[config.mk]
export PLATFORM = sky130hd
export DESIGN_NAME = tun_div_cell
export DESIGN_NICKNAME = d
export VERILOG_FILES = /design/src/tun_pkg.sv /design/src/tun_div_cell.sv
export SDC_FILE = /design/constraint.sdc
export NUM_CORES = 1
export LEC_CHECK = 0
export BUFFER_PORTS_ARGS = -buffer_cell sky130_fd_sc_hd__buf_2
export CORE_MARGIN = 3
export CORE_UTILIZATION = 45
export CTS_CLUSTER_SIZE = 12
export DETAILED_ROUTE_END_ITERATION = 8
export PLACE_DENSITY = 0.73
export SLEW_MARGIN = 20
export SYNTH_ARGS = -nofsm -noshare
export SYNTH_HDL_FRONTEND = slang
export SYNTH_SLANG_ARGS = --single-unit
[constraint.sdc]
create_clock -name clk -period 14.6 [get_ports clk]
set_input_delay 1.46 -clock clk [delete_from_list [all_inputs] [get_ports clk]]
set_output_delay 1.46 -clock clk [all_outputs]
set_load 0.01 [all_outputs]
[src/tun_pkg.sv]
package tun_pkg;

  localparam int CW = 16;   // vertex coordinate width
  localparam int EW = 17;   // edge component width
  localparam int PW = 34;   // cross magnitude width
  localparam int MW = 30;   // normalized magnitude width
  localparam int SW = 62;   // sum of squares width
  localparam int RW = 31;   // root width
  localparam int QW = 15;   // quotient width
  localparam int OW = 16;   // output component width
  localparam int FB = 14;   // output fraction bits
  localparam int NW = MW + FB + 1;

  localparam logic [QW-1:0] ONE_Q = QW'(1) << FB;

  // word moving through the square root cells
  typedef struct packed {
    logic                   vld;
    logic                   degen;
    logic [2:0]             neg;
    logic [2:0][MW-1:0]     mag;
    logic [SW-1:0]          rad;
    logic [RW+2:0]          rem;
    logic [RW-1:0]          root;
  } tun_sqrt_t;

  // word moving through the divider cells
  typedef struct packed {
    logic                   vld;
    logic                   degen;
    logic [2:0]             neg;
    logic [RW-1:0]          den;
    logic [2:0][RW-1:0]     rem;
    logic [2:0][QW-1:0]     num;
    logic [2:0][QW-1:0]     quo;
  } tun_div_t;

endpackage

[src/tun_div_cell.sv]
module tun_div_cell import tun_pkg::*; (
  input  logic     clk,
  input  logic     rst,
  input  logic     en,
  input  tun_div_t din,
  output tun_div_t dout
);

  tun_div_t nxt;
  logic [RW:0] r2;

  // one quotient bit per cell for each lane
  always_comb begin
    nxt = din;
    r2  = '0;
    for (int k = 0; k < 3; k++) begin
      r2 = {din.rem[k], din.num[k][QW-1]};
      if (r2 >= {1'b0, din.den}) begin
        r2         = r2 - {1'b0, din.den};
        nxt.quo[k] = {din.quo[k][QW-2:0], 1'b1};
      end else begin
        nxt.quo[k] = {din.quo[k][QW-2:0], 1'b0};
      end
      nxt.rem[k] = r2[RW-1:0];
      nxt.num[k] = {din.num[k][QW-2:0], 1'b0};
    end
  end

  always_ff @(posedge clk) begin
    if (rst) begin
      dout.vld <= 1'b0;
    end else if (en) begin
      dout <= nxt;
    end
  end

endmodule

* After elaboration in Yosys (flattened, before gate mapping)
Cells that the tools add are included.
W data, S select, Z words.
** Word-level totals
- Bits in registers :: 216
- Logic and storage cells :: 27
- Output and inout port bits :: 219
- Input port bits :: 222
** Cells by class
- Reductions and logical operators :: 1
- Add/subtract/negate cells :: 3
- Muxes and demuxes :: 6
- Bitwise logic cells :: 1
- Order comparisons :: 3
** Operator list (count)
- $ge A32 B31 Y1 :: 3
- $mux W31 :: 3
- $sub A31 B31 Y31 :: 3
- $mux W1 :: 3
- $reduce_and A2 Y1 :: 1
- $not A1 Y1 :: 1

* Depth between registers and ports, before layout
Gate-level depths: netlist of run 1.
- Depth in word-level cells :: 2
- Depth in mapped cells :: 13
- Depth with buffers taken out :: 12

* Least setup slack after synthesis of run 1
OpenSTA, ideal clock, no wires.
- Path type :: input -> register
- Start point :: in rst
- End point :: reg dout[0] (netlist name) (enable)
- Setup slack :: 2.804 ns
- Arrival :: 10.973 ns
- Stages :: 1
- Library setup time :: 0.823 ns
- Data required time :: 13.777 ns
- Path buffers :: 0
- Cells stage by stage :: nor2b_1
** Between the ends
- Cells in the longest elaborated chain, start to end :: 2
** RTL lines
- start: declaration :: RTL line tun_div_cell.sv:3 : input logic rst,
- $not A1 Y1 (no line)
- $reduce_and A2 Y1 (no line)
- end signal: assignment :: RTL line tun_div_cell.sv:33 : dout <= nxt;
- end: declaration :: RTL line tun_div_cell.sv:6 : output tun_div_t dout
Every way passes these cells.
A chain may end at the register's enable or synchronous reset.

==> key figures, run 1 <==
Status
  – Outcome: finished clean

Finish
  – Number of flip-flops in the largest register: 216
  – Total area of sequential cells: 6476 um2
  – Regs by FF count: dout (216)
  – Layout fillers: 2434
  – Most frequent cells in the layout: 434 x buf_2, 215 x edfxtp_1, 111 x a21oi_1, 93 x ha_1, 92 x nand2_1
  – Area of the multi-input gates: 5949 um2
  – Top reg by flops: dout
  – Area growth syn-to-layout: 26.25%
  – Commonest non-fill, non-tap cell in the layout: buf_2
  – Proportion of layout cells with a drive suffix above 1: 33.31%
  – # nets final: 1899
  – Finished Layout Cells: 1978

Synthesis
  – Synth async-reset ratio: 0%
  – Sequential area share after synthesis: 50.58%
  – Post-synthesis cell area: 12800 um2
  – Synthesis Warnings: 0
  – Synthesized instance count: 1148
  – Count of different cell masters after synthesis: 77
  – Yosys reg bits: 216
  – Average size of a mapped cell: 11.15 um2
  – Main synth FF type: edfxtp_1
  – Number of synthesized flops with an enable pin: 215

CTS
  – CTS max path bufs: 3
  – CTS root buf: clkbuf_16
  – CTS tree: built
  – Clk slew on worst S/H paths: 0.06 ns
  – # resized after CTS: 0
  – Hold Buf Count CTS: 0
  – CTS Sinks: 216
  – Worst-Skew Late Latency: 0.52 ns
  – TritonCTS buffer count: 25
  – H-tree Lvls: 1
  – Postcts setup bufs: 0

Critical path
  – Slowest stage delay, CP: 0.68 ns
  – Crit-path leading delay family: compound AO/OA/AOI/OAI gates
  – Worst path required time: 14.87 ns
  – Reg2reg path depth: 2
  – Crit path max fanout: 31
  – Reg2reg setup slack: 14.01 ns
  – Most used cell along the critical path: o21ai_0
  – CP Buf/Inv Count: 1
  – R2R Path End: dout[218]$_SDFFE_PP0P_
  – Setup CP Type: in -> reg
  – Critical R2R Launch: dout[218]$_SDFFE_PP0P_
  – CP Capture Type: flop
  – Critical path depth: 11
  – Crit path DAT: 4.65 ns
  – CP startpoint kind: primary input
  – Worst path slowest cell: a21o_2
  – Crit path cell chain: buf_2, ha_1, fa_1, nor2b_1, o21ai_0, a21oi_1, o21ai_0, a31o_2, nand2_1, a21o_2, mux2_2

Timing
  – Fmax: 228.6 MHz
  – Setup TNS: 0 ns
  – Worst-margin pin slew: 0.9142 ns
  – RSZ-0062 raised after global routing: false
  – Post-layout min period: 4.375 ns
  – Count of final setup violators: 0
  – Final worst-path cycle share: 29.97%
  – Slew HR: 39.05%
  – Worst Clk Skew: 0 ns
  – Slew Limit Fails: 0
  – Final Hold Viols: 0

Worst hold path
  – Min-delay src: dout[218]$_SDFFE_PP0P_
  – Hold WC Path Type: reg -> reg
  – Hold endpoint: dout[218]$_SDFFE_PP0P_
  – Hold depth: 2

Placement
  – Buffers on Ports: 434
  – Inst Count DP: 1932
  – Post-DP HPWL: 32190 um
  – GP Congestion: 0.9031

Routing
  – Vias: 10930
  – Met2 WL: 20490 um
  – DRC: 0
  – Vias per cell: 5.525
  – Uppermost layer routed: met5
  – Drt total wl: 40600 um
  – M1 wire length: 15660 um
  – Metal3 WL: 3070 um
  – Initial DRT Pass Iterations: 7
  – Initial DRC count: 772
  – Final ANT Viol Nets: 0
  – WL/cell: 20.53 um

GRT
  – First-pass GRT wire length: 60060 um
  – Vias in the first global route: 10690
  – GR Overflow Total: 0
  – Pin count of the biggest net entering global routing: 75
  – Antenna violations before repair: 9
  – Global router's overall resource usage: 25.07%

Floorplanning
  – CORE AREA: 27930 um2
  – Die area: 30510 um2
  – Initial Util: 45.84%
  – I/O Pins: 441
  – Std cell rows: 61
  – Die Height: 174.7 um
  – DIE WIDTH: 174.7 um

Job
  – Max-Cap Viols: 0

Power
  – Peak VDD IR: 0.07905 mV
  – Pleak: 0.007061 uW
  – P per Cell Area: 114.5 nW/um2
## power breakdown
| group | switching (uW) | internal, uW |
|---|---|---|
| Combinational | 260 | 185 |
| Sequential | 13.2 | 753 |
| Clock | 250 | 390 |
| Total | 523 | 1330 |
## worst min-delay path, delay by kind of cell (launching register included)
kind	cells	cell delay (ns)
muxes	1	0.07
DFF	1	0.32
and+or+nand+nor	1	0.08
## through the flow
| stage | setup WS, ns | cell area (um2) | total power (uW) | hold slack (ns) | util, % |
|---|---|---|---|---|---|
| after global routing | 10.10 | 16170 | 1934 | 0.5408 | 57.87 |
| after global placement | 9.765 | 15330 | 1211 | 0.4720 | 54.88 |
| after detailed placement | 9.738 | 15330 | 1218 | 0.4959 | 54.88 |
| after floorplan | 2.804 | 12810 | 1072 | 0.5279 | - |
| final | 10.23 | 16170 | 1851 | 0.5013 | 57.87 |
| after CTS | 10.27 | 16160 | 1864 | 0.5092 | 57.84 |
## cell type report
class                           instances  area share (%)
Tap cell                              378           2.926
Sequential cell                       216           40.06
Timing Repair Buffer                  439           13.67
Multi-Input combinational cell        840           36.80
Clock inverter                         11           1.029
Inverter                               59           1.370
Clock buffer                           32           4.094
Antenna cell                            3         0.04644
## worst max path at each step
| stage | from | endpoint | slack [ns] |
|---|---|---|---|
| floorplan | rst | dout[0]$_DFFE_PP_ | 2.80 |
| global placement | din[183] | dout[166]$_DFFE_PP_ | 9.77 |
| CTS | din[183] | dout[168]$_DFFE_PP_ | 10.27 |
| global route | din[183] | dout[156]$_DFFE_PP_ | 10.10 |
| finish | din[183] | dout[171]$_DFFE_PP_ | 10.23 |
| detailed placement | din[183] | dout[171]$_DFFE_PP_ | 9.74 |
## cells in the mapped netlist (all sizes together) (18+ instances only)
cell type	instances	area, um2
mux2	38	431.7
nor3	18	90.09
xor2	25	219.0
a21o	51	385.4
edfxtp	215	6456
nand2	92	345.3
ha	93	1164
nor2	67	259.0
buf	19	120.1
nand3	29	145.1
xnor2	43	376.6
o21ai	68	344.1
inv	59	221.5
a21oi	111	555.5
## routing by layer
metal  track usage, %  vias up
met5                0        -
met4            7.912       12
met3            5.715       80
met2            44.99      412
met1            29.84     5218
li1                 -     5206
## kinds of logic after synthesis
group                      share of synthesized area (%)
AOI/OAI and AO/OA                                  17.45
xor gates and xnor gates                           4.651
adders and majority gates                          9.556
buffers and inverters                              3.137
DFF                                                50.58
muxes                                              3.840
other                                            0.02929
and+or+nand+nor                                    10.76
Power figures use the tool's default switching activity.
==> run 2, diff against run 1 <==
- clock period: 14.6 -> 4.3 ns (I/O delays scaled with it)
==> run 2 against run 1 <==
  * Setup slack lost 9.0 ns
  * Core utilization grew 0.28 points
  * Largest power group unchanged
  * Design area grew 0.48%
  * Highest routed layer unchanged
  * Final cell count grew 0.40%
==> key figures, run 2 (same netlist as run 1, synthesis figures left out) <==
Routing
  – Vias per cell: 5.522
  – Uppermost layer routed: met5
  – WL/cell: 20.50 um
  – Final ANT Viol Nets: 0
  – Metal3 WL: 3123 um
  – Initial DRC count: 626
  – Met2 WL: 20180 um
  – M1 wire length: 15880 um
  – Drt total wl: 40720 um
  – DRC: 0
  – Initial DRT Pass Iterations: 5
  – Vias: 10970

Timing
  – Slew HR: 37.74%
  – Setup TNS: 0 ns
  – Worst-margin pin slew: 0.9339 ns
  – Final worst-path cycle share: 71.78%
  – Fmax: 324.0 MHz
  – Post-layout min period: 3.087 ns
  – RSZ-0062 raised after global routing: false
  – Final Hold Viols: 0
  – Worst Clk Skew: 0 ns
  – Count of final setup violators: 0
  – Slew Limit Fails: 0

CTS
  – Clk slew on worst S/H paths: 0.06 ns
  – CTS max path bufs: 3
  – CTS tree: built
  – Postcts setup bufs: 0
  – CTS Sinks: 216
  – CTS root buf: clkbuf_16
  – Hold Buf Count CTS: 0
  – TritonCTS buffer count: 26
  – # resized after CTS: 0
  – Worst-Skew Late Latency: 0.52 ns
  – H-tree Lvls: 1

GRT
  – GR Overflow Total: 0
  – Pin count of the biggest net entering global routing: 148
  – Global router's overall resource usage: 25.29%
  – First-pass GRT wire length: 60540 um
  – Antenna violations before repair: 9
  – Vias in the first global route: 10610

Critical path
  – Crit path DAT: 3.36 ns
  – CP Capture Type: flop
  – Crit path launch: din[183]
  – Setup CP Type: in -> reg
  – Critical path depth: 12
  – Worst path slowest cell: fa_1
  – Critical R2R Launch: dout[218]$_SDFFE_PP0P_
  – Slowest stage delay, CP: 0.42 ns
  – CP startpoint kind: primary input
  – Crit path max fanout: 31
  – Crit-path leading delay family: compound AO/OA/AOI/OAI gates
  – Worst path required time: 4.57 ns
  – Most used cell along the critical path: o21ai_0
  – Crit path cell chain: buf_2, ha_1, fa_1, nor2b_1, o21ai_0, a21oi_1, o21ai_0, a31o_2, nand2_1, a21o_2, buf_4, mux2_2
  – Reg2reg path depth: 2
  – CP Buf/Inv Count: 2

Floorplanning
  – Die Height: 174.7 um
  – Die area: 30510 um2
  – Initial Util: 45.84%
  – DIE WIDTH: 174.7 um
  – CORE AREA: 27930 um2
  – I/O Pins: 441
  – Std cell rows: 61

Finish
  – # nets final: 1900
  – Regs by FF count: dout (216)
  – Area growth syn-to-layout: 26.85%
  – Proportion of layout cells with a drive suffix above 1: 33.40%
  – Most frequent cells in the layout: 434 x buf_2, 215 x edfxtp_1, 111 x a21oi_1, 93 x ha_1, 92 x nand2_1
  – Top reg by flops: dout
  – Number of flip-flops in the largest register: 216
  – Area of the multi-input gates: 5949 um2
  – Layout fillers: 2410
  – Commonest non-fill, non-tap cell in the layout: buf_2
  – Total area of sequential cells: 6476 um2

Worst hold path
  – Hold WC Path Type: in -> reg
  – Min-delay src: din[37]
  – Hold depth: 1

Job
  – Max-Cap Viols: 0

Power
  – P per Cell Area: 390.2 nW/um2
  – Overall Power: 6338 uW
  – Pleak: 0.007078 uW
  – Peak VDD IR: 0.3018 mV

Placement
  – Post-DP HPWL: 32360 um
  – Buffers on Ports: 434
  – GP Congestion: 0.9145

Status
  – Outcome: finished clean
## run 2: cell types whose count changed in the layout (fill, tap and decap cells not counted), sizes merged
cell      delta
bufinv       -1
clkinvlp     +4
inv          -2
diode        +3
clkinv       +4
## run 2: metal layers
metal	track usage, %	vias to the layer above
li1	-	5219
met1	30.65	5213
met2	44.40	446
met3	5.650	82
met4	8.910	6
met5	0	-
## run 2: final timing paths
kind	end	slack, ns
worst max-delay path	dout[155]$_DFFE_PP_	1.21
worst min-delay path	dout[38]$_DFFE_PP_	0.08
worst max register to register	dout[218]$_SDFFE_PP0P_	3.72
worst min register to register	dout[218]$_SDFFE_PP0P_	0.49
## run 2: final cells by class
type	count	share of cell area, %
Inverter	59	1.363
Clock inverter	16	0.9783
Antenna cell	6	0.09244
Tap cell	378	2.912
Clock buffer	32	4.398
Timing Repair Buffer	439	13.76
Multi-Input combinational cell	840	36.63
Sequential cell	216	39.87
## run 2: stage by stage
step / hold slack (ns) / setup slack, ns / util, % / instances / area [um2]
floorplan: 0.5024 / 0.2178 / - / 1150 / 12820
global placement: 0.4741 / 0.7438 / 54.97 / 1932 / 15350
detailed placement: 0.4848 / 0.7090 / 54.97 / 1932 / 15350
CTS: 0.05836 / 1.247 / 58.09 / 1980 / 16230
global route: 0.05550 / 1.069 / 58.15 / 1986 / 16240
finish: 0.08203 / 1.213 / 58.15 / 1986 / 16240
## run 2: report_power, final
| group | internal, uW | switching, uW | total, uW |
|---|---|---|---|
| logic | 632 | 883 | 1520 |
| registers | 2560 | 44.9 | 2600 |
| clock network | 1350 | 868 | 2220 |
==> run 3, diff against run 2 <==
- clock period: 4.3 -> 3.1 ns (I/O delays scaled with it)
==> run 3 against run 2 <==
  * Die area stayed put
  * Final cell count increased by 11%
  * Routed wire length increased by 14%
  * Sequential power up 39%
  * Count of clock-buffer cells in the layout down 2
  * Register-to-register slack lost 1.2 ns
  * Combinational power is 65% higher
  * First-iteration DRC count fell by 7.2%
  * Total power rose by 47%
  * Core utilization is 8.1 points higher
  * Setup slack got worse by 1.2 ns
  * Critical path type unchanged
  * Highest routed layer unchanged
==> key figures, run 3 (same netlist as run 1, synthesis figures left out) <==
Status
  – Outcome: finished clean

Timing
  – Setup TNS: 0 ns
  – Final worst slack: 0.03015 ns
  – RSZ-0062 raised after global routing: true
  – Slew HR: 59.76%
  – Final worst-path cycle share: 99.03%
  – Post-layout min period: 3.070 ns
  – Worst-margin pin slew: 0.6021 ns
  – Count of final setup violators: 0
  – Worst Clk Skew: 0 ns
  – Fmax: 325.7 MHz
  – Slew Limit Fails: 0
  – Final Hold Viols: 0

Finish
  – Post-layout util: 66.20%
  – Commonest non-fill, non-tap cell in the layout: buf_2
  – Top reg by flops: dout
  – Regs by FF count: dout (216)
  – Most frequent cells in the layout: 434 x buf_2, 215 x edfxtp_1, 116 x dlygate4sd3_1, 104 x a21oi_1, 99 x buf_4
  – Number of flip-flops in the largest register: 216
  – Area of the multi-input gates: 6151 um2
  – # nets final: 2120
  – Total area of sequential cells: 6476 um2
  – Layout fillers: 2159
  – Area growth syn-to-layout: 44.42%
  – Proportion of layout cells with a drive suffix above 1: 37.18%

GRT
  – Pin count of the biggest net entering global routing: 62
  – Antenna violations before repair: 13
  – GR Overflow Total: 0
  – First-pass GRT wire length: 68100 um
  – Global router's overall resource usage: 28.43%
  – Vias in the first global route: 11950

CTS
  – CTS Sinks: 216
  – CTS root buf: clkbuf_16
  – CTS tree: built
  – H-tree Lvls: 1
  – Worst-Skew Late Latency: 0.52 ns
  – CTS max path bufs: 3
  – Clk slew on worst S/H paths: 0.06 ns
  – TritonCTS buffer count: 25

Floorplanning
  – DIE WIDTH: 174.7 um
  – Die area: 30510 um2
  – CORE AREA: 27930 um2
  – I/O Pins: 441
  – Std cell rows: 61
  – Die Height: 174.7 um
  – Initial Util: 45.84%

Power
  – Pleak: 0.008124 uW
  – Overall Power: 9291 uW
  – Clk pwr share: 34.0%
  – Peak VDD IR: 0.3579 mV
  – Register share of total power: 38.9%
  – Part of the power in combinational logic: 27.1%
  – Switching Fraction: 28.20%
  – P per Cell Area: 502.4 nW/um2
  – Int Pwr: 6671 uW
  – NetSw: 2620 uW

Critical path
  – CP Capture Type: flop
  – Worst path required time: 3.36 ns
  – Crit path cell chain: dlygate4sd3_1, buf_2, inv_1, buf_4, ha_1, a2111oi_1, a21oi_2, a31o_2, o21ai_0, xnor2_1, mux2_1
  – Crit-path leading delay family: compound AO/OA/AOI/OAI gates
  – Setup CP Type: in -> reg
  – Worst path slowest cell: a2111oi_1
  – CP startpoint kind: primary input
  – Crit path DAT: 3.33 ns
  – Slowest stage delay, CP: 0.61 ns
  – Crit path max fanout: 4
  – CP Buf/Inv Count: 4

Job
  – Max-Cap Viols: 0

Routing
  – Vias: 12070
  – Vias per cell: 5.473
  – Initial DRT Pass Iterations: 5
  – WL/cell: 20.99 um
  – Drt total wl: 46280 um
  – Final ANT Viol Nets: 0
  – DRC: 0
  – Initial DRC count: 581

Placement
  – Buffers on Ports: 434
  – Post-Place Setup Slack: -0.07407 ns
  – GP Congestion: 0.9455
  – Post-DP HPWL: 34040 um

Worst hold path
  – Hold WC Path Type: in -> reg
run 3: cell types whose count changed in the layout (fill, tap and decap cells not counted), sizes merged:
cell         previous run  this run
dlygate4sd3             0       116
clkinv                  8         5
diode                   6         9
bufinv                  3         6
clkbuf                 32        31
clkinvlp                5         1
inv                    59        60
buf                   439       542
nor2                   67        68
run 3: cell type report:
| cell class | count | area share (%) |
|---|---|---|
| clock inverter | 13 | 1.191 |
| tap | 378 | 2.558 |
| antenna | 9 | 0.1218 |
| timing repair buffer | 659 | 23.15 |
| clock buffer | 30 | 3.484 |
| inverter | 59 | 1.211 |
| sequential | 216 | 35.02 |
| multi-input combinational | 841 | 33.26 |
run 3: power groups by stage:
| stage | clock, uW | combinational (uW) | sequential [uW] |
|---|---|---|---|
| 2_1_floorplan | 0 | 1200 | 3810 |
| 3_3_place_gp | 0 | 2210 | 3660 |
| 3_5_place_dp | 0 | 2250 | 3670 |
| 4_1_cts | 3200 | 2390 | 3610 |
| 5_1_grt | 3340 | 2720 | 3630 |
| 6_report | 3160 | 2510 | 3620 |
run 3: layer usage:
layer | GRT usage (%) | wire length (um) | up-vias
li1 | - | - | 5676
met4 | 12.73 | 2293 | 8
met2 | 50.47 | 23180 | 466
met3 | 6.106 | 3128 | 123
met5 | 0 | 50 | -
met1 | 32.98 | 17630 | 5795
run 3: repair_timing:
action / in CTS / in global routing
hold buffers: 116 / 0
endpoints found under the hold margin: 116 / 0
resized for setup: 0 / 51
setup endpoints to repair: 0 / 67
setup buffers: 0 / 9
run 3: path summary, 6_finish.rpt:
path                            slack [ns]                      to                   start  depth (start not counted)
worst max-delay path                  0.03     dout[140]$_DFFE_PP_                din[191]                         11
worst min-delay path                  0.02     dout[194]$_DFFE_PP_                din[194]                          1
worst max register to register        2.48  dout[218]$_SDFFE_PP0P_  dout[218]$_SDFFE_PP0P_                          2
worst min register to register        0.56  dout[218]$_SDFFE_PP0P_  dout[218]$_SDFFE_PP0P_                          2
run 3: per-stage QoR:
step | hold slack (ns) | instances | instance area [um2]
2_1_floorplan | 0.3824 | 1150 | 12820
3_3_place_gp | 0.4723 | 2026 | 16120
3_5_place_dp | 0.4882 | 2026 | 16120
4_1_cts | 0.0003807 | 2185 | 18150
5_1_grt | 0.004102 | 2204 | 18490
6_report | 0.01645 | 2205 | 18490
