**src/tun_pkg.sv**
```systemverilog
package tun_pkg;

  localparam int CW = 16;   // vertex coordinate width
  localparam int EW = 17;   // edge component width
  localparam int PW = 34;   // cross magnitude width
  localparam int MW = 30;   // normalized magnitude width
  localparam int SW = 62;   // sum of squares width
  localparam int RW = 31;   // root width
  localparam int QW = 15;   // quotient width
  localparam int OW = 16;   // output component width
  localparam int FB = 14;   // output fraction bits
  localparam int NW = MW + FB + 1;

  localparam logic [QW-1:0] ONE_Q = QW'(1) << FB;

  // word moving through the square root cells
  typedef struct packed {
    logic                   vld;
    logic                   degen;
    logic [2:0]             neg;
    logic [2:0][MW-1:0]     mag;
    logic [SW-1:0]          rad;
    logic [RW+2:0]          rem;
    logic [RW-1:0]          root;
  } tun_sqrt_t;

  // word moving through the divider cells
  typedef struct packed {
    logic                   vld;
    logic                   degen;
    logic [2:0]             neg;
    logic [RW-1:0]          den;
    logic [2:0][RW-1:0]     rem;
    logic [2:0][QW-1:0]     num;
    logic [2:0][QW-1:0]     quo;
  } tun_div_t;

endpackage

```
**src/tun_sqrt_cell.sv**
```systemverilog
module tun_sqrt_cell import tun_pkg::*; (
  input  logic      clk,
  input  logic      rst,
  input  logic      en,
  input  tun_sqrt_t din,
  output tun_sqrt_t dout
);

  tun_sqrt_t nxt;
  logic [RW+2:0] rem2;
  logic [RW+2:0] trial;

  // one root bit per cell
  always_comb begin
    nxt   = din;
    rem2  = {din.rem[RW:0], din.rad[SW-1 -: 2]};
    trial = {1'b0, din.root, 2'b01};
    if (rem2 >= trial) begin
      nxt.rem  = rem2 - trial;
      nxt.root = {din.root[RW-2:0], 1'b1};
    end else begin
      nxt.rem  = rem2;
      nxt.root = {din.root[RW-2:0], 1'b0};
    end
    nxt.rad = {din.rad[SW-3:0], 2'b00};
  end

  always_ff @(posedge clk) begin
    if (rst) begin
      dout.vld <= 1'b0;
    end else if (en) begin
      dout <= nxt;
    end
  end

endmodule

```
**config.mk**
```make
export PLATFORM = sky130hd
export DESIGN_NAME = tun_sqrt_cell
export DESIGN_NICKNAME = d
export VERILOG_FILES = /design/src/tun_pkg.sv /design/src/tun_sqrt_cell.sv
export SDC_FILE = /design/constraint.sdc
export NUM_CORES = 1
export LEC_CHECK = 0
export BUFFER_PORTS_ARGS = -buffer_cell sky130_fd_sc_hd__buf_2
export CORE_AREA = 2 2 174 176
export DETAILED_ROUTE_END_ITERATION = 8
export DIE_AREA = 0 0 176 178
export PLACE_DENSITY = 0.67
export SYNTH_ARGS = -nofsm -noshare
export SYNTH_HDL_FRONTEND = slang
export SYNTH_SLANG_ARGS = --single-unit
```
**constraint.sdc**
```tcl
create_clock -name clk -period 32.2 [get_ports clk]
set_input_delay 0 -clock clk [delete_from_list [all_inputs] [get_ports clk]]
set_output_delay 0 -clock clk [all_outputs]
set_load 0.02 [all_outputs]
```
* Yosys cells after proc, flatten, opt, wreduce, memory -nomap -nowiden *
Index checks and enable logic that the tools add are counted.

operators by class
  add/subtract/negate cells = 1
  $mul = 0
  div/mod/pow operators = 0
  $lt $le $gt $ge = 1
  equal/unequal tests = 0
  shift-type cells = 0
  muxes and demuxes = 1
  bitwise logic cells = 1
  reductions and logical operators = 1

operator list
  operator           count
  $mux W65           1
  $ge A34 B33 Y1     1
  $sub A34 B33 Y34   1
  $reduce_and A2 Y1  1
  $not A1 Y1         1

word-level totals
  register bits after elaboration = 220
  latch bits = 0
  memory bits (writable) = 0
  bits in read-only memories = 0
  logic and storage cells = 14
  memories kept = 0

* Depth between registers and ports, before layout *
Gate-level depths: netlist of run 1.

  depth after elaboration = 2
  gate-level depth with buffers = 12
  gate-level depth less buffers = 10

* Worst setup path after synthesis of run 1 *
Ideal clock, no wire load.

  kind = input -> register
  start point = in rst
  end point = reg dout[0] (netlist name) (enable)
  arrival = 9689 ps
  required time = 31368 ps
  slack = 21679 ps
  cell stages on the path = 1
  path buffers = 0
  cells stage by stage = nor2b_1

between the ends
  cells in the longest elaborated chain, start to end = 2

RTL lines
  element                             RTL line             text
  from (decl)                         tun_sqrt_cell.sv:3   input logic rst,
  $not A1 Y1 (no source line)         --
  $reduce_and A2 Y1 (no source line)  --
  to (signal assigned)                tun_sqrt_cell.sv:32  dout <= nxt;
  to (decl)                           tun_sqrt_cell.sv:6   output tun_sqrt_t dout

Every way passes these cells.
A chain may end at the register's enable or synchronous reset.

==> impl_metrics.env, run 1 <==
export IMPL_tightest_slew_ns=0.9919
export IMPL_cts_tree="built"
export IMPL_instances_no_fill=1680
export IMPL_fin_skew_ns=0
export IMPL_ant_nets=0
export IMPL_cp_max_fo=45
export IMPL_ios=447
export IMPL_setup_ws_ns=28.58
export IMPL_synth_top_family_by_area="compound AO/OA/AOI/OAI gates"
export IMPL_grt_overflow=0
export IMPL_fin_crit_ns=3.622
export IMPL_largest_reg_flops=220
export IMPL_drt_iter0_drc=734
export IMPL_drc=0
export IMPL_fillCellCount=2458
export IMPL_dp_cells=1410
export IMPL_final_hold_viol_count=0
export IMPL_synth_area_leaders="edfxtp_1, ha_1, a21oi_1"
export IMPL_maxCapViolCount=0
export IMPL_muxShareOfSynthArea_pct=0.8699
export IMPL_yosysWarnings=0
export IMPL_grt_pass1_vias=7805
export IMPL_avgSynthCellArea_um2=15.22
export IMPL_synth_async_reset_ratio_pct=0
export IMPL_place_ws_ns=28.65
export IMPL_synthAdderAreaFrac_pct=4.630
export IMPL_grt_pass1_wl_um=46930
export IMPL_period_share_pct=11.25
export IMPL_synth_xor_area_share_pct=2.947
export IMPL_clk_latency_ns=0.51
export IMPL_via_per_inst=4.642
export IMPL_synth_most_common_cell="edfxtp_1"
export IMPL_grt_use_total_pct=19.82
export IMPL_grt_max_degree=77
export IMPL_maxSlewViolCount=0
export IMPL_crit_arrival_ns=3.89
export IMPL_timing_slew_headroom_pct=33.88
export IMPL_setup_tns_ns=0
export IMPL_pwr_density_cell_nw_per_um2=53.76
export IMPL_die_w_um=176
export IMPL_firstDrtPassIters=5
export IMPL_top_regs="dout: 220 flops"
export IMPL_ys_flop_type="edfxtp_1"
export IMPL_synthSimpleGateAreaFrac_pct=5.837
export IMPL_cellLeakagePower_nw=6.268
export IMPL_synth_compound_area_share_pct=9.247
export IMPL_synth_top_cells_by_count="edfxtp_1, a21oi_1, nor2_1"
export IMPL_wl_um=33180
export IMPL_die_y_um=178
export IMPL_initial_core_util_pct=30.33
export IMPL_crit_path_end_kind="flip-flop"
export IMPL_setup_viol=0
export IMPL_synthCells=586
export IMPL_ys_ff_latch=220
export IMPL_yosys_area_top_type_share_pct=73.75
export IMPL_yosysSeqAreaShare_pct=73.97
export IMPL_status="completed"
export IMPL_nets=1527
export IMPL_synth_cell_types=53
export IMPL_synth_area_um2=8917
export IMPL_clock_sinks=220
export IMPL_cts_buffers=26
export IMPL_rsz0062_at_grt="false"
export IMPL_regMostFlops="dout"
export IMPL_core_area_um2=29400
export IMPL_synthToLayoutAreaGrowth_pct=64.35
export IMPL_path_class="primary input to flip-flop"
export IMPL_cp_required_ns=32.47
export IMPL_cts_repair_resized=0
export IMPL_synth_top_cell_by_area="edfxtp_1"
export IMPL_wl_per_cell_um=19.75
export IMPL_dieArea_um2=31330
export IMPL_cts_clk_slew_worst_paths_ns=0.06
export IMPL_p_total_uw=787.9
export IMPL_fmax_mhz=276.1
export IMPL_critPathLaunchType="primary input"
export IMPL_ir_worst_vdd_mv=0.03771
export IMPL_layout_drive_gt1_share_pct=38.59
export IMPL_io_buffers=442
export IMPL_antenna_found_initial=3
export IMPL_min_path_type="primary input to flip-flop"
export IMPL_final_core_util_pct=49.84
export IMPL_synth_edf_count=219
export IMPL_dp_hpwl_um=22680
export IMPL_clockBufferDepth=3
export IMPL_htree_num_levels=1
export IMPL_cts_root_buf="clkbuf_16"
export IMPL_rows=63
export IMPL_via_count=7798
export IMPL_place_congestion=0.8512
[worst max-delay path, stage by stage]
cell and delay [ns]:
dlygate4sd3_1 0.54, buf_2 0.11, inv_1 0.04, ha_1 0.38, o21ai_0 0.15, o21ai_0 0.31
a41oi_1 0.22, a31oi_2 0.59, nor3_1 0.17, nor2_4 0.40, buf_4 0.52, o311ai_1 0.25
xnor2_1 0.17
[where the power goes]
part	internal (mW)	switching, mW
combinational	0.0626	0.0886
sequential	0.341	0.00584
clock	0.169	0.121
total	0.573	0.215
[routing by layer]
metal | vias to the layer above | global-route usage [%] | wire [um]
met1 | 3744 | 23.93 | 12750
met4 | 4 | 7.025 | 1210
met3 | 79 | 4.731 | 2602
li1 | 3584 | - | -
met5 | - | 0 | 23
met2 | 387 | 34.66 | 16590
[cell usage in the layout, fill, tap and decap left out, types with 8 or more instances in the layout]
cell and n:
o21ai_0 16, nor3_1 8, nor2_1 46, xor2_1 10, ha_1 33, inv_1 42
xnor2_1 20, dlygate4sd3_1 221, a21oi_1 54, edfxtp_1 219, clkbuf_16 27, buf_2 442
a21o_1 10, nand2_1 21
[kinds of logic (layout without fill, tap and decap cells)]
logic type      after synthesis  count (layout)
other cells                   1               4
compound gates              129             129
xor+xnor                     30              30
buf+inv                      55             756
mux                           7               7
flops                       220             220
simple gates                111             111
fa+ha+maj                    33              33
[per-stage QoR]
stage,hold slack [ns],instance area (um2)
3_3_place_gp,0.1772,11600
2_1_floorplan,0.07238,8921
3_5_place_dp,0.1781,11600
4_1_cts,0.1437,14650
6_report,0.1800,14660
5_1_grt,0.1566,14650
[cell type report]
cell class	count	area (um2)	share of cell area, %
Clock inverter	17	148.9	1.016
Inverter	42	157.7	1.076
Tap cell	390	488.0	3.330
Clock buffer	30	686.9	4.687
Timing Repair Buffer	667	4454	30.39
Sequential cell	220	6596	45.01
Multi-Input combinational cell	312	2118	14.45
Antenna cell	2	5.005	0.03415
[worst paths after layout]
| kind | startpoint | slack (ns) | endpoint | cells after the start |
|---|---|---|---|---|
| max | din[7] | 28.58 | dout[64] | 13 |
| min | din[166] | 0.18 | dout[166] | 2 |
| max reg2reg | dout[221] | 31.04 | dout[221] | 3 |
| min reg2reg | dout[221] | 1.07 | dout[221] | 3 |
[what timing repair did]
action,in CTS,in global routing
hold endpoints to repair,229,0
buffers inserted,0,0
hold buffers,221,0
Power figures use the tool's default switching activity.
==> run 2, diff against run 1 <==
ABC_AREA = 1   (was default)
CORE_AREA = 2 2 175 177   (was 2 2 174 176)
DIE_AREA = 0 0 177 179   (was 0 0 176 178)
PLACE_DENSITY = 0.72   (was 0.67)
clock period = 3.1 ns   (was 32.2 ns; I/O delays follow)
==> impl_metrics.env, run 2 <==
export IMPL_synth_top_cell_by_area="edfxtp_1"
export IMPL_path_class="primary input to flip-flop"
export IMPL_critical_path_depth=13
export IMPL_path_common_cell="nand2_1"
export IMPL_wl_um=38470
export IMPL_instances_no_fill=1988
export IMPL_cts_root_buf="clkbuf_16"
export IMPL_seq_power_share_pct=42.6
export IMPL_die_y_um=179
export IMPL_maxSlewViolCount=0
export IMPL_synth_area_um2=9968
export IMPL_via_per_inst=4.429
export IMPL_cts_tree="built"
export IMPL_synth_area_leaders="edfxtp_1, nand2_1, inv_1"
export IMPL_avgSynthCellArea_um2=11.31
export IMPL_layout_drive_gt1_share_pct=34.89
export IMPL_yosysWarnings=0
export IMPL_synth_edf_count=219
export IMPL_cp_required_ns=3.37
export IMPL_critPathTopFamily="simple AND/OR/NAND/NOR gates"
export IMPL_synth_top_cells_by_count="nand2_1, edfxtp_1, inv_1"
export IMPL_cp_max_fo=33
export IMPL_fillCellCount=2642
export IMPL_crit_path_end_kind="flip-flop"
export IMPL_ios=447
export IMPL_firstDrtPassIters=5
export IMPL_ys_flop_type="edfxtp_1"
export IMPL_status="completed"
export IMPL_worstReg2RegEnd="dout[221]"
export IMPL_synth_async_reset_ratio_pct=0
export IMPL_cp_startpoint="din[46]"
export IMPL_grt_max_degree=74
export IMPL_fin_crit_ns=2.362
export IMPL_crit_arrival_ns=2.63
export IMPL_place_congestion=0.9287
export IMPL_drc=0
export IMPL_final_cell_mix="buf_2, nand2_1, dlygate4sd3_1"
export IMPL_setup_viol=0
export IMPL_rsz0062_at_grt="false"
export IMPL_rows=64
export IMPL_core_area_um2=30030
export IMPL_internal_power_mw=6.097
export IMPL_switching_power_mw=2.333
export IMPL_fmax_mhz=423.3
export IMPL_timing_slew_headroom_pct=56.06
export IMPL_crit_buf_inv=2
export IMPL_nets=1827
export IMPL_worstReg2RegStart="dout[221]"
export IMPL_largest_reg_flops=220
export IMPL_final_hold_viol_count=0
export IMPL_setup_ws_ns=0.7378
export IMPL_slowest_delay_ns=0.59
export IMPL_p_total_mw=8.430
export IMPL_endpoint="dout[56]"
export IMPL_final_common_cell="buf_2"
export IMPL_grt_use_total_pct=22.98
export IMPL_ff2ff_path_depth=3
export IMPL_p_comb_share_pct=20.1
export IMPL_top_regs="dout: 220 flops"
export IMPL_grt_pass1_vias=8766
export IMPL_regMostFlops="dout"
export IMPL_cellLeakagePower_nw=7.340
export IMPL_ir_worst_vdd_mv=0.3366
export IMPL_maxCapViolCount=0
export IMPL_dp_hpwl_um=28880
export IMPL_tightest_slew_ns=0.6575
export IMPL_synthCells=881
export IMPL_clk_latency_ns=0.52
export IMPL_synth_cell_types=37
export IMPL_p_clk_share_pct=37.3
export IMPL_htree_num_levels=1
export IMPL_synth_most_common_cell="nand2_1"
export IMPL_grt_pass1_wl_um=53730
export IMPL_clock_sinks=220
export IMPL_sw_frac_of_total_pct=27.67
export IMPL_pwr_density_cell_nw_per_um2=535.1
export IMPL_period_share_pct=76.20
export IMPL_drt_iter0_drc=574
export IMPL_cts_buffers=26
export IMPL_ys_ff_latch=220
export IMPL_die_w_um=177
export IMPL_place_ws_ns=0.6866
export IMPL_min_path_type="primary input to flip-flop"
export IMPL_synthToLayoutAreaGrowth_pct=58.04
export IMPL_cts_clk_slew_worst_paths_ns=0.06
export IMPL_io_buffers=442
export IMPL_critPathLaunchType="primary input"
export IMPL_via_count=8804
export IMPL_worst_hold_slack_ns=0.1856
export IMPL_path_cells="dlygate4sd3_1, buf_2, ha_1, nand2_4, nor2_2, nand2_1, nor2_4, nand4_1, nand2_1, or2_4, nand2_4, nand2_2, nand2_1"
export IMPL_worstHoldPathCells=2
export IMPL_critPathSlowestCell="dlygate4sd3_1"
export IMPL_rrSetupSlack_ns=1.99
export IMPL_yosysSeqAreaShare_pct=66.17
export IMPL_ant_nets=0
export IMPL_antenna_found_initial=7
export IMPL_dieArea_um2=31680
export IMPL_wl_per_cell_um=19.35
export IMPL_yosys_area_top_type_share_pct=65.97
export IMPL_initial_core_util_pct=33.20
export IMPL_clockBufferDepth=3
export IMPL_grt_overflow=0
export IMPL_fin_skew_ns=0
export IMPL_dp_cells=1716
-- run 2: worst min-delay path by stage --
| stage | to | slack, ns | from |
|---|---|---|---|
| 2_1_floorplan | dout[221] | 0.07 | rst |
| 3_3_place_gp | dout[103] | 0.18 | din[101] |
| 3_5_place_dp | dout[90] | 0.18 | din[88] |
| 4_1_cts | dout[125] | 0.16 | din[123] |
| 5_1_grt | dout[74] | 0.17 | din[72] |
| 6_report | dout[98] | 0.19 | din[96] |
-- run 2: area by class of cell --
class | instances | area (um2) | area share [%]
flip-flops and latches | 220 | 6596 | 41.87
multi-input cells | 519 | 2773 | 17.60
well taps | 396 | 495.5 | 3.145
inverters | 135 | 519.2 | 3.296
diodes | 4 | 10.01 | 0.06354
clock buffers | 30 | 686.9 | 4.360
clock inverters | 17 | 181.4 | 1.152
repair buffers | 667 | 4492 | 28.51
-- run 2: per-stage QoR --
stage               utilization, %  setup TNS, ns  instance area, um2
global placement             42.17              0               12660
global route                 52.44              0               15750
detailed placement           42.17              0               12660
CTS                          52.43              0               15740
finish                       52.46              0               15750
floorplan                        -        -124.14                9992
-- run 2: worst reg2reg max path, stage by stage, from the launching register on --
cell and delay (ns):
dfxtp_1 0.34, nand2_1 0.06, a21oi_1 0.11, dlygate4sd3_1 0.55
-- run 2: timing repair --
| item | 4_1_cts | 5_1_grt |
|---|---|---|
| resized for setup | 0 | 0 |
| buffers inserted | 0 | 0 |
| endpoints found under the hold margin | 234 | 0 |
| hold buffers | 221 | 0 |
-- run 2: cells by family (layout without fill, tap and decap cells) --
family / Yosys count / in the layout / share of synthesized area, %
other: 1 / 6 / 0.03762
AO/OA/AOI/OAI: 41 / 41 / 2.397
flip-flops: 220 / 220 / 66.17
adder cells (fa/ha/maj): 33 / 33 / 4.142
AND/OR/NAND/NOR: 427 / 427 / 19.72
XOR/XNOR: 16 / 16 / 1.406
buffers and inverters: 143 / 849 / 6.125
-- run 2: metal layers --
| layer | share of wire [%] | vias up | GRT usage [%] |
|---|---|---|---|
| met2 | 49 | 331 | 40.01 |
| met4 | 3.4 | 10 | 7.851 |
| met5 | 0.18 | - | 0 |
| met3 | 6.7 | 68 | 5.004 |
| li1 | - | 4277 | - |
| met1 | 40 | 4118 | 28.17 |
-- run 2: power by group through the flow --
stage	logic (mW)	clock network [mW]	registers, mW
after floorplan	0.596	0	3.95
after global placement	1.44	0	3.65
after detailed placement	1.45	0	3.65
after CTS	1.70	3.21	3.59
after global routing	1.83	3.32	3.61
final	1.69	3.14	3.59
==> run 3, diff against run 2 <==
clock period = 2.05 ns   (was 3.1 ns; I/O delays follow)
==> impl_metrics.env, run 3 (same netlist as run 2, synthesis figures left out) <==
export IMPL_status="completed"
export IMPL_worstReg2RegEnd="dout[221]"
export IMPL_cp_required_ns=2.31
export IMPL_rrSetupSlack_ns=0.92
export IMPL_place_ws_ns=0.03417
export IMPL_rows=64
export IMPL_final_core_util_pct=55.15
export IMPL_crit_path_end_kind="flip-flop"
export IMPL_ff2ff_path_depth=3
export IMPL_path_class="primary input to flip-flop"
export IMPL_grt_overflow=0
export IMPL_firstDrtPassIters=5
export IMPL_dp_hpwl_um=30230
export IMPL_clk_latency_ns=0.51
export IMPL_crit_arrival_ns=2.25
export IMPL_final_cell_mix="buf_2, nand2_1, dlygate4sd3_1"
export IMPL_drc=0
export IMPL_hp_start="din[30]"
export IMPL_ant_nets=0
export IMPL_dp_cells=1785
export IMPL_initial_core_util_pct=33.20
export IMPL_grt_max_degree=72
export IMPL_htree_num_levels=1
export IMPL_die_w_um=177
export IMPL_design_area_um2=16560
export IMPL_maxCapViolCount=0
export IMPL_pwr_density_cell_nw_per_um2=765.2
export IMPL_setup_ws_ns=0.05164
export IMPL_core_area_um2=30030
export IMPL_instances_no_fill=2063
export IMPL_min_path_type="primary input to flip-flop"
export IMPL_synthToLayoutAreaGrowth_pct=66.15
export IMPL_holdPathEnd="dout[63]"
export IMPL_cts_tree="built"
export IMPL_final_common_cell="buf_2"
export IMPL_cp_max_fo=6
export IMPL_grt_pass1_wl_um=56790
export IMPL_io_buffers=442
export IMPL_cts_buffers=25
export IMPL_worstHoldPathCells=6
export IMPL_nets=1898
export IMPL_fin_crit_ns=1.998
export IMPL_setup_viol=0
export IMPL_via_per_inst=4.498
export IMPL_worstReg2RegStart="dout[221]"
export IMPL_wl_um=41050
export IMPL_maxSlewViolCount=0
export IMPL_ir_worst_vdd_mv=0.6175
export IMPL_critPathLaunchType="primary input"
export IMPL_cts_clk_slew_worst_paths_ns=0.06
export IMPL_antenna_found_initial=10
export IMPL_cts_root_buf="clkbuf_16"
export IMPL_rsz0062_at_grt="true"
export IMPL_ios=447
export IMPL_fmax_mhz=500.4
export IMPL_place_congestion=0.9240
export IMPL_period_share_pct=97.48
export IMPL_fin_skew_ns=0
export IMPL_grt_use_total_pct=24.40
export IMPL_die_y_um=179
export IMPL_cellLeakagePower_nw=7.666
export IMPL_dieArea_um2=31680
export IMPL_regMostFlops="dout"
export IMPL_clock_sinks=220
export IMPL_drt_iter0_drc=638
export IMPL_largest_reg_flops=220
export IMPL_wl_per_cell_um=19.90
export IMPL_via_count=9280
export IMPL_p_total_mw=12.67
export IMPL_final_hold_viol_count=0
export IMPL_top_regs="dout: 220 flops"
export IMPL_clockBufferDepth=3
export IMPL_placed_area_um2=13240
export IMPL_grt_pass1_vias=9472
export IMPL_layout_drive_gt1_share_pct=39.99
==> run 3: worst max path at each step <==
| stage | endpoint | cells after the start | slack (ns) | from |
|---|---|---|---|---|
| floorplan | dout[0] | 2 | -1.62 | en |
| global placement | dout[47] | 14 | 0.05 | din[19] |
| detailed placement | dout[47] | 13 | 0.03 | din[4] |
| CTS | dout[54] | 15 | 0.005 | din[15] |
| global route | dout[57] | 15 | -0.04 | din[22] |
| finish | dout[57] | 15 | 0.05 | din[22] |
==> run 3: worst max-delay path: stages <==
cell and delay (ns):
dlygate4sd3_1 0.54, buf_2 0.11, inv_1 0.05, ha_1 0.32, nand2_2 0.13, inv_1 0.07, a21oi_2 0.16, nand2_1 0.10
nand2_1 0.06, nand3b_1 0.09, nor2_2 0.16, nand2_4 0.08, buf_4 0.18, nand2_1 0.10, nand2_1 0.10
==> run 3: through the flow <==
stage | hold WS, ns | TNS (ns)
after global routing | 0.1789 | -0.1947
final | 0.1907 | 0
after CTS | 0.1715 | 0
after detailed placement | 0.1781 | 0
after global placement | 0.1772 | 0
after floorplan | 0.06907 | -354.09
==> run 3: layout make-up <==
type / instances / area (um2)
fillers: 2541 / 13470
flip-flops and latches: 220 / 6596
repair buffers: 739 / 5102
multi-input cells: 519 / 3057
clock buffers: 39 / 688.2
inverters: 135 / 519.2
well taps: 396 / 495.5
clock inverters: 6 / 81.33
diodes: 9 / 22.52
==> run 3: repair_timing <==
| action | CTS | global route |
|---|---|---|
| hold buffers | 221 | 0 |
| endpoints found under the hold margin | 228 | 0 |
| gates resized for setup | 0 | 49 |
| endpoints found under the setup margin | 0 | 35 |
| setup buffers | 0 | 3 |
==> run 3: power by group <==
part	switching, mW	leakage (nW)	internal [mW]
Combinational	1.69	5.23	1.22
Sequential	0.0971	2.06	5.35
Clock	1.78	0.368	2.55
Total	3.57	7.67	9.11
==> run 3: layer usage <==
layer  part of all wire [%]  track usage [%]
met5                   0.20                0
met4                    4.3            10.61
met3                    7.8            6.298
met2                     50            43.17
met1                     38            27.78
